$ cat src/rtl/cpp_pkg.sv
// Package with payload types, control structs and constants for the polyline nearest-point block.
package cpp_pkg;

   localparam int SegBits  = 16;
   localparam int FracBits = 16;
   localparam int UBits    = FracBits + 1;

   // Shared multiply-accumulate unit: 34-bit signed operands, 68-bit result.
   localparam int MacOpW  = 34;
   localparam int MacAccW = 68;

   // Shared shift-subtract unit for square roots and divisions.
   localparam int IterRemW = 68;
   localparam int IterNumW = 98;
   localparam int IterDivW = 66;
   localparam int IterQW   = 49;
   localparam int IterCntW = 6;

   localparam logic [UBits-1:0] U_ONE    = UBits'(1) << FracBits;
   localparam logic [31:0]      DIST_INF = 32'hFFFF_FFFF;

   // Configuration register indexes.
   localparam logic [0:0] CSR_QUERY_X = 1'b0;
   localparam logic [0:0] CSR_QUERY_Y = 1'b1;

   typedef struct packed {
      logic signed [31:0]  pos_x;
      logic signed [31:0]  pos_y;
      logic [SegBits-1:0]  seg_index;
      logic [UBits-1:0]    seg_param;
      logic                last;
   } req_type;

   typedef struct packed {
      logic [SegBits-1:0]  best_segment;
      logic [UBits-1:0]    best_u1;
      logic [UBits-1:0]    best_u2;
      logic [UBits-1:0]    best_t;
      logic                is_lerped;
      logic signed [31:0]  near_x;
      logic signed [31:0]  near_y;
      logic [31:0]         near_dist;
   } rsp_type;

   // Best location found so far.
   typedef struct packed {
      logic [SegBits-1:0]  seg;
      logic [UBits-1:0]    u1;
      logic [UBits-1:0]    u2;
      logic [UBits-1:0]    t;
      logic                lerp;
      logic [31:0]         x;
      logic [31:0]         y;
   } rec_type;

   typedef struct packed {
      logic                      start;
      logic                      sub;
      logic signed [MacOpW-1:0]  a1;
      logic signed [MacOpW-1:0]  b1;
      logic signed [MacOpW-1:0]  a2;
      logic signed [MacOpW-1:0]  b2;
   } mac_ctl_type;

   typedef struct packed {
      logic                  start;
      logic                  mode_sqrt;
      logic [IterCntW-1:0]   steps;
      logic [IterRemW-1:0]   rem_init;
      logic [IterNumW-1:0]   num_init;
      logic [IterDivW-1:0]   divisor;
   } iter_ctl_type;

endpackage

$ cat src/rtl/cpp_iter.sv
// Shared bit-serial unit for restoring square root and restoring division.
module cpp_iter (
   input  logic                              clock,
   input  logic                              reset,
   input  cpp_pkg::iter_ctl_type             ctl,
   output logic [cpp_pkg::IterQW-1:0]        result,
   output logic                              done
);
   import cpp_pkg::*;

   logic                  busy_ff, busy_in;
   logic                  done_ff, done_in;
   logic                  sqrt_ff, sqrt_in;
   logic [IterCntW-1:0]   cnt_ff, cnt_in;
   logic [IterRemW-1:0]   rem_ff, rem_in;
   logic [IterNumW-1:0]   num_ff, num_in;
   logic [IterDivW-1:0]   div_ff, div_in;
   logic [IterQW-1:0]     q_ff, q_in;
   logic [IterRemW-1:0]   rem_sh;
   logic [IterRemW-1:0]   trial;
   logic                  fits;

   // One step: bring in the next numerator bits and subtract the trial value if it fits.
   always_comb begin
      if (sqrt_ff) begin
         rem_sh = {rem_ff[IterRemW-3:0], num_ff[IterNumW-1 -: 2]};
         trial  = {{(IterRemW-IterQW-2){1'b0}}, q_ff, 2'b01};
      end else begin
         rem_sh = {rem_ff[IterRemW-2:0], num_ff[IterNumW-1]};
         trial  = {{(IterRemW-IterDivW){1'b0}}, div_ff};
      end
      fits = (rem_sh >= trial);
   end

   always_comb begin
      busy_in = busy_ff;
      done_in = 1'b0;
      sqrt_in = sqrt_ff;
      cnt_in  = cnt_ff;
      rem_in  = rem_ff;
      num_in  = num_ff;
      div_in  = div_ff;
      q_in    = q_ff;
      if (busy_ff) begin
         rem_in = fits ? (rem_sh - trial) : rem_sh;
         q_in   = {q_ff[IterQW-2:0], fits};
         num_in = sqrt_ff ? (num_ff << 2) : (num_ff << 1);
         cnt_in = cnt_ff - IterCntW'(1);
         if (cnt_ff == IterCntW'(1)) begin
            busy_in = 1'b0;
            done_in = 1'b1;
         end
      end else if (ctl.start) begin
         busy_in = 1'b1;
         sqrt_in = ctl.mode_sqrt;
         cnt_in  = ctl.steps;
         rem_in  = ctl.rem_init;
         num_in  = ctl.num_init;
         div_in  = ctl.divisor;
         q_in    = '0;
      end
   end

   always_ff @(posedge clock) begin
      if (reset) begin
         busy_ff <= 1'b0;
         done_ff <= 1'b0;
      end else begin
         busy_ff <= busy_in;
         done_ff <= done_in;
      end
      sqrt_ff <= sqrt_in;
      cnt_ff  <= cnt_in;
      rem_ff  <= rem_in;
      num_ff  <= num_in;
      div_ff  <= div_in;
      q_ff    <= q_in;
   end

   assign result = q_ff;
   assign done   = done_ff;

endmodule

$ cat config.mk
export PLATFORM = sky130hd
export DESIGN_NAME = cpp_iter
export DESIGN_NICKNAME = d
export VERILOG_FILES = /design/src/rtl/cpp_pkg.sv /design/src/rtl/cpp_iter.sv
export SDC_FILE = /design/constraint.sdc
export NUM_CORES = 1
export LEC_CHECK = 0
export ABC_CLOCK_PERIOD_IN_PS = 14500
export BUFFER_PORTS_ARGS = -buffer_cell sky130_fd_sc_hd__buf_2
export CORE_MARGIN = 1.5
export CORE_UTILIZATION = 55
export DETAILED_ROUTE_END_ITERATION = 7
export PLACE_DENSITY = 0.78
export REMOVE_ABC_BUFFERS = 1
export SLEW_MARGIN = 20
export SYNTH_ARGS = -nofsm -noshare
export SYNTH_HDL_FRONTEND = slang
export SYNTH_SLANG_ARGS = --single-unit
export TNS_END_PERCENT = 100
$ cat constraint.sdc
create_clock -name clock -period 14.5 [get_ports clock]
set_input_delay 2.9 -clock clock [delete_from_list [all_inputs] [get_ports clock]]
set_output_delay 2.9 -clock clock [all_outputs]
set_load 0.05 [all_outputs]
# [Word level (Yosys, flattened, before mapping)]
# Index checks and enable logic that the tools add are counted.
[classes] n_mul=0 n_bitwise=1 eq_ne=1 div=0 n_mux=16 shifts=0 n_reduce_logical=3 order_cmp=1 n_addsub=2
[op_table] operator="$mux W98" count=3
[op_table] operator="$mux W67" count=3
[op_table] operator="$mux W49" count=2
[op_table] operator="$ge A68 B66 Y1" count=1
[op_table] operator="$mux W68" count=1
[op_table] operator="$sub A67 B66 Y67" count=1
[op_table] operator="$mux W66" count=1
[op_table] operator="$mux W6" count=2
[op_table] operator="$eq A6 B1 Y1 const B" count=1
[op_table] operator="$sub A6 B1 Y6 const B" count=1
[op_table] operator="$mux W1" count=4
[op_table] operator="$reduce_and A2 Y1" count=1
[op_table] operator="$reduce_bool A2 Y1" count=1
[op_table] operator="$reduce_or A2 Y1" count=1
[op_table] operator="$not A1 Y1" count=1
[totals] mem_bits_ro=0 inputBits=242 mem_bits_rw=0 output_inout_bits=50 latchBits=0 n_memories=0 ff_bits=289

# [Longest topological paths before layout]
[logic_depth] word_depth=4 ltp_mapped=18 depth_no_buf=14

# [Worst setup path after synthesis]
# No wires, ideal clock.
[synth_path] path_kind="input-to-reg" start="input ctl[239] (netlist name)" end="register cnt_ff[0], enable pin" path_slack_ps=6723 required_ps=13928 setup_ps=572 t_arrival_ps=7205 path_stages=2 n_path_buf=0 cell_sequence="nor2_1 -> inv_1"
[synth_between] elab_chain_len=1
[synth_lines] item="from (decl)" line_no="cpp_iter.sv:5" text="input cpp_pkg::iter_ctl_type ctl,"
[synth_lines] item="$reduce_bool A2 Y1 (no line)"
[synth_lines] item="to (signal assigned)" line_no="cpp_iter.sv:73" text="cnt_ff <= cnt_in;"
[synth_lines] item="to (decl)" line_no="cpp_iter.sv:14" text="logic [IterCntW-1:0] cnt_ff, cnt_in;"
# Every way passes these cells.
# A chain may end at the register's enable or synchronous reset.

# [Worst setup path after layout]
[layout_path] start="register sqrt_ff" end="register rem_ff[60], data pin"
[layout_between] elab_chain_len=4
[layout_lines] item="from (decl)" line_no="cpp_iter.sv:13" text="logic sqrt_ff, sqrt_in;"
[layout_lines] item="from (signal assigned)" line_no="cpp_iter.sv:72" text="sqrt_ff <= sqrt_in;"
[layout_lines] item="$mux W68 / $mux W66 (equally long branches)" line_no="cpp_iter.sv:25" text="if (sqrt_ff) begin"
[layout_lines] item="$sub A67 B66 Y67 / $ge A68 B66 Y1 (equally long branches)" line_no="cpp_iter.sv:45, cpp_iter.sv:32"
[layout_lines] item="$mux W67 (*)" line_no="cpp_iter.sv:45" text="rem_in = fits ? (rem_sh - trial) : rem_sh;"
[layout_lines] item="$mux W67 (*)" line_no="cpp_iter.sv:44" text="if (busy_ff) begin"
[layout_lines] item="via rem_in[60]" line_no="cpp_iter.sv:15" text="logic [IterRemW-1:0] rem_ff, rem_in;"
[layout_lines] item="to (signal assigned)" line_no="cpp_iter.sv:74" text="rem_ff <= rem_in;"
[layout_lines] item="to (decl)" line_no="cpp_iter.sv:15"
# The timed path passes the listed nets; every way through them passes the cells marked *.

==> summary.txt <==
Clock network
  – Clock latency on the worst-skew pair: 0.52 ns
  – Root buffer cell: clkbuf_16
  – CTS tree: yes
  – CTS Buf Count: 34
  – H-tree Lvls: 2
  – Clock sink count: approximately 290
  – Hold_buf cts: 0
  – Clock transition at path regs: 0.06 ns
  – # Post-CTS Setup Buffers: 0
  – Resize count post-CTS: 0
  – Clk buf depth: 3

Synth
  – Syn_area_per_cell: between 10 and 15 sq um
  – Yosys warning count: 0
  – Mux share of post-synthesis cell area: 0.129
  – Register area share after synthesis: 0.480
  – Synthesized flop and latch total: just under 300
  – Post-synthesis instance area: ~18000 sq um
  – Synth area leaders: edfxtp_1, mux2i_1, a21oi_1, ha_1, mux2_2
  – Area share of fa/ha/maj cells after synthesis: 0.0483
  – Largest family of logic cells by synthesized area: compound AO/OA/AOI/OAI gates
  – Commonest cells post-synth: edfxtp_1, a21oi_1, nor2_1
  – Post-Synthesis Cells: roughly 1800
  – Compound-Gate Fraction of Synth Area: 0.147
  – Post-synth EDFFs: 287
  – Simple-Gate Fraction of Synth Area: 0.144
  – Xor/xnor share of the synthesized area: 0.0223
  – Main flop type after synthesis: edfxtp_1
  – Most frequent cell after synthesis: edfxtp_1
  – Synth top area share: 0.478
  – Async S/R FF share, synth: 0
  – Area leader, netlist: edfxtp_1
  – Synth cell types: 76

Finish
  – Final #Nets: ~2300
  – FF+latch area: 8660 sq um
  – Fill count: about 2700
  – Final non-filler cell total: 2449
  – Area growth from synthesis to layout: 15.5%
  – Multi-input logic area: 8870 sq um
  – Layout cell share with drive strength beyond 1: 0.220

STA
  – Pins Over Slew Limit: 0
  – Fin Setup TNS: 0 ns
  – Fmax: around 160 MHz
  – Skew final: ~0.022 ns
  – Fin. Hold Viols: 0
  – Final Setup Violations: 0
  – Worst slew pin tran: ~1.4 ns
  – RSZ-0062 raised after global routing: no
  – Crit path time final: 6.09 ns
  – Fin crit share: 0.420
  – Min setup slack post-route: ~8.4 ns
  – Max transition margin: 0.0562

Power
  – Tot Pwr: about 3.0 mW
  – Peak VDD IR: approximately 110 uV
  – Leakage power: 8.56 nW
  – PwrDens: around 140 nW/um^2

GRT
  – Largest net degree at the start of global routing: 219
  – Total track usage: 0.250
  – Grt ovf: 0
  – Initial antenna violation count: 6
  – Global-route wire length before repair: 68.6 mm
  – Vias in the first global route: 13700

Setup path
  – Worst Path Required: about 15 ns
  – CP startpoint kind: register
  – Crit path max fanout: 169
  – Critical path class: register to register
  – Worst setup EP type: register
  – Worst EP arrival: 6.43 ns

Route
  – DRC Markers: 0
  – DR vias: approximately 14000
  – Drt wl/cell: between 15 and 20 um
  – Routed vias/inst: 5.78
  – DR pass1 iterations: 5
  – DR iter-0 viols: between 1000 and 1500
  – Final WL: ~43 mm
  – Antenna-violating nets left: 0

Place
  – Placer congestion estimate: around 0.9
  – PortBufs: 290
  – Post-detail-place hpwl: about 30 mm
  – Dpl cells: roughly 2400
  – Setup WS pre-CTS: roughly 8.6 ns

Floorplan
  – Die width: 184 um
  – Core area: approximately 32000 sq um
  – Die ar.: approximately 34000 sq um
  – Die Ht: between 150 and 200 um
  – Starting density of the core: 0.556
  – Row count: 66
  – Ports: 292

Run
  – MaxCap Viol Count: 0

Worst hold path
  – Hold Path Class: register to register

Run status
  – Status: complete, no violations
-- metal layers --
layer,GRT usage,up-vias,share of wire
met1,0.340,6685,0.45
met5,0,-,0.00028
met4,0.0774,2,0.024
met3,0.0520,65,0.067
met2,0.403,452,0.46
li1,-,6960,-
-- power by group --
group	leakage, nW	internal (mW)	switching (mW)
Combinational	5.16	0.404	0.613
Sequential	2.88	1.04	0.0506
Clock	0.522	0.509	0.332
-- placed cells by master, fill, tap and decap left out, types with 24 or more instances in the layout --
| cell type | count |
|---|---|
| and2_1 | 56 |
| mux2i_1 | 152 |
| nand2_1 | 148 |
| nand3_1 | 31 |
| buf_2 | 290 |
| a31oi_1 | 45 |
| a21o_1 | 26 |
| o21ai_0 | 56 |
| a21oi_1 | 208 |
| mux2_2 | 72 |
| clkbuf_16 | 35 |
| ha_1 | 68 |
| nand2b_1 | 24 |
| edfxtp_1 | 287 |
| xnor2_1 | 27 |
| nor2_1 | 197 |
-- registers in the layout, indices dropped and copies added, names as in the netlist --
name / flops
num_ff: 98
cnt_ff: 6
done: 1
result: 49
sqrt_ff: 1
div_ff: 66
busy_ff: 1
rem_ff: 67
-- final cells by class --
cell class                      instances  share of cell area
Clock buffer                           38              0.0426
Timing Repair Buffer                  301              0.0748
Sequential cell                       289               0.416
Tap cell                              442              0.0265
Multi-Input combinational cell       1331               0.426
Clock inverter                         19             0.00943
Antenna cell                            5            0.000600
Inverter                               24             0.00468
-- stage by stage --
| stage | hold WS [ns] | util | instance area (sq um) |
|---|---|---|---|
| after global placement | 0.547 | 0.608 | 19700 |
| after global routing | 0.592 | 0.642 | 20800 |
| final | 0.576 | 0.642 | 20800 |
| after detailed placement | 0.571 | 0.608 | 19700 |
| after CTS | 0.575 | 0.642 | 20800 |
| after floorplan | 0.537 | - | 17600 |
-- worst max-delay path: stages (launching register included) --
cell	delay, ns
edfxtp_1	0.78
buf_12	0.55
mux2i_1	0.35
ha_1	0.33
fa_1	0.39
nand2b_1	0.19
a21o_1	0.23
a31oi_4	0.17
nand3_2	0.10
a211o_1	0.41
a2111oi_4	0.51
o21a_2	0.19
buf_4	0.55
nor2_1	0.08
a311o_1	0.33
a211oi_1	0.23
-- cells by family (layout without fill, tap and decap cells) --
logic type	after synthesis	in the layout
DFF	289	289
AOI/OAI and AO/OA	433	433
muxes	224	224
xor gates and xnor gates	46	46
and+or+nand+nor	559	559
adders and majority gates	69	69
buffers and inverters	134	382
other	0	5
-- worst paths after layout --
kind / startpoint / end / slack [ns] / cells after the start
max reg2reg: sqrt_ff$_DFFE_PP_ / rem_ff[60]$_DFFE_PP_ / 8.41 / 15
min reg2reg: num_ff[0]$_SDFFCE_PP0P_ / num_ff[1]$_DFFE_PP_ / 0.58 / 1
min: num_ff[0]$_SDFFCE_PP0P_ / num_ff[1]$_DFFE_PP_ / 0.58 / 1
max: sqrt_ff$_DFFE_PP_ / rem_ff[60]$_DFFE_PP_ / 8.41 / 15
Power figures use the tool's default switching activity.
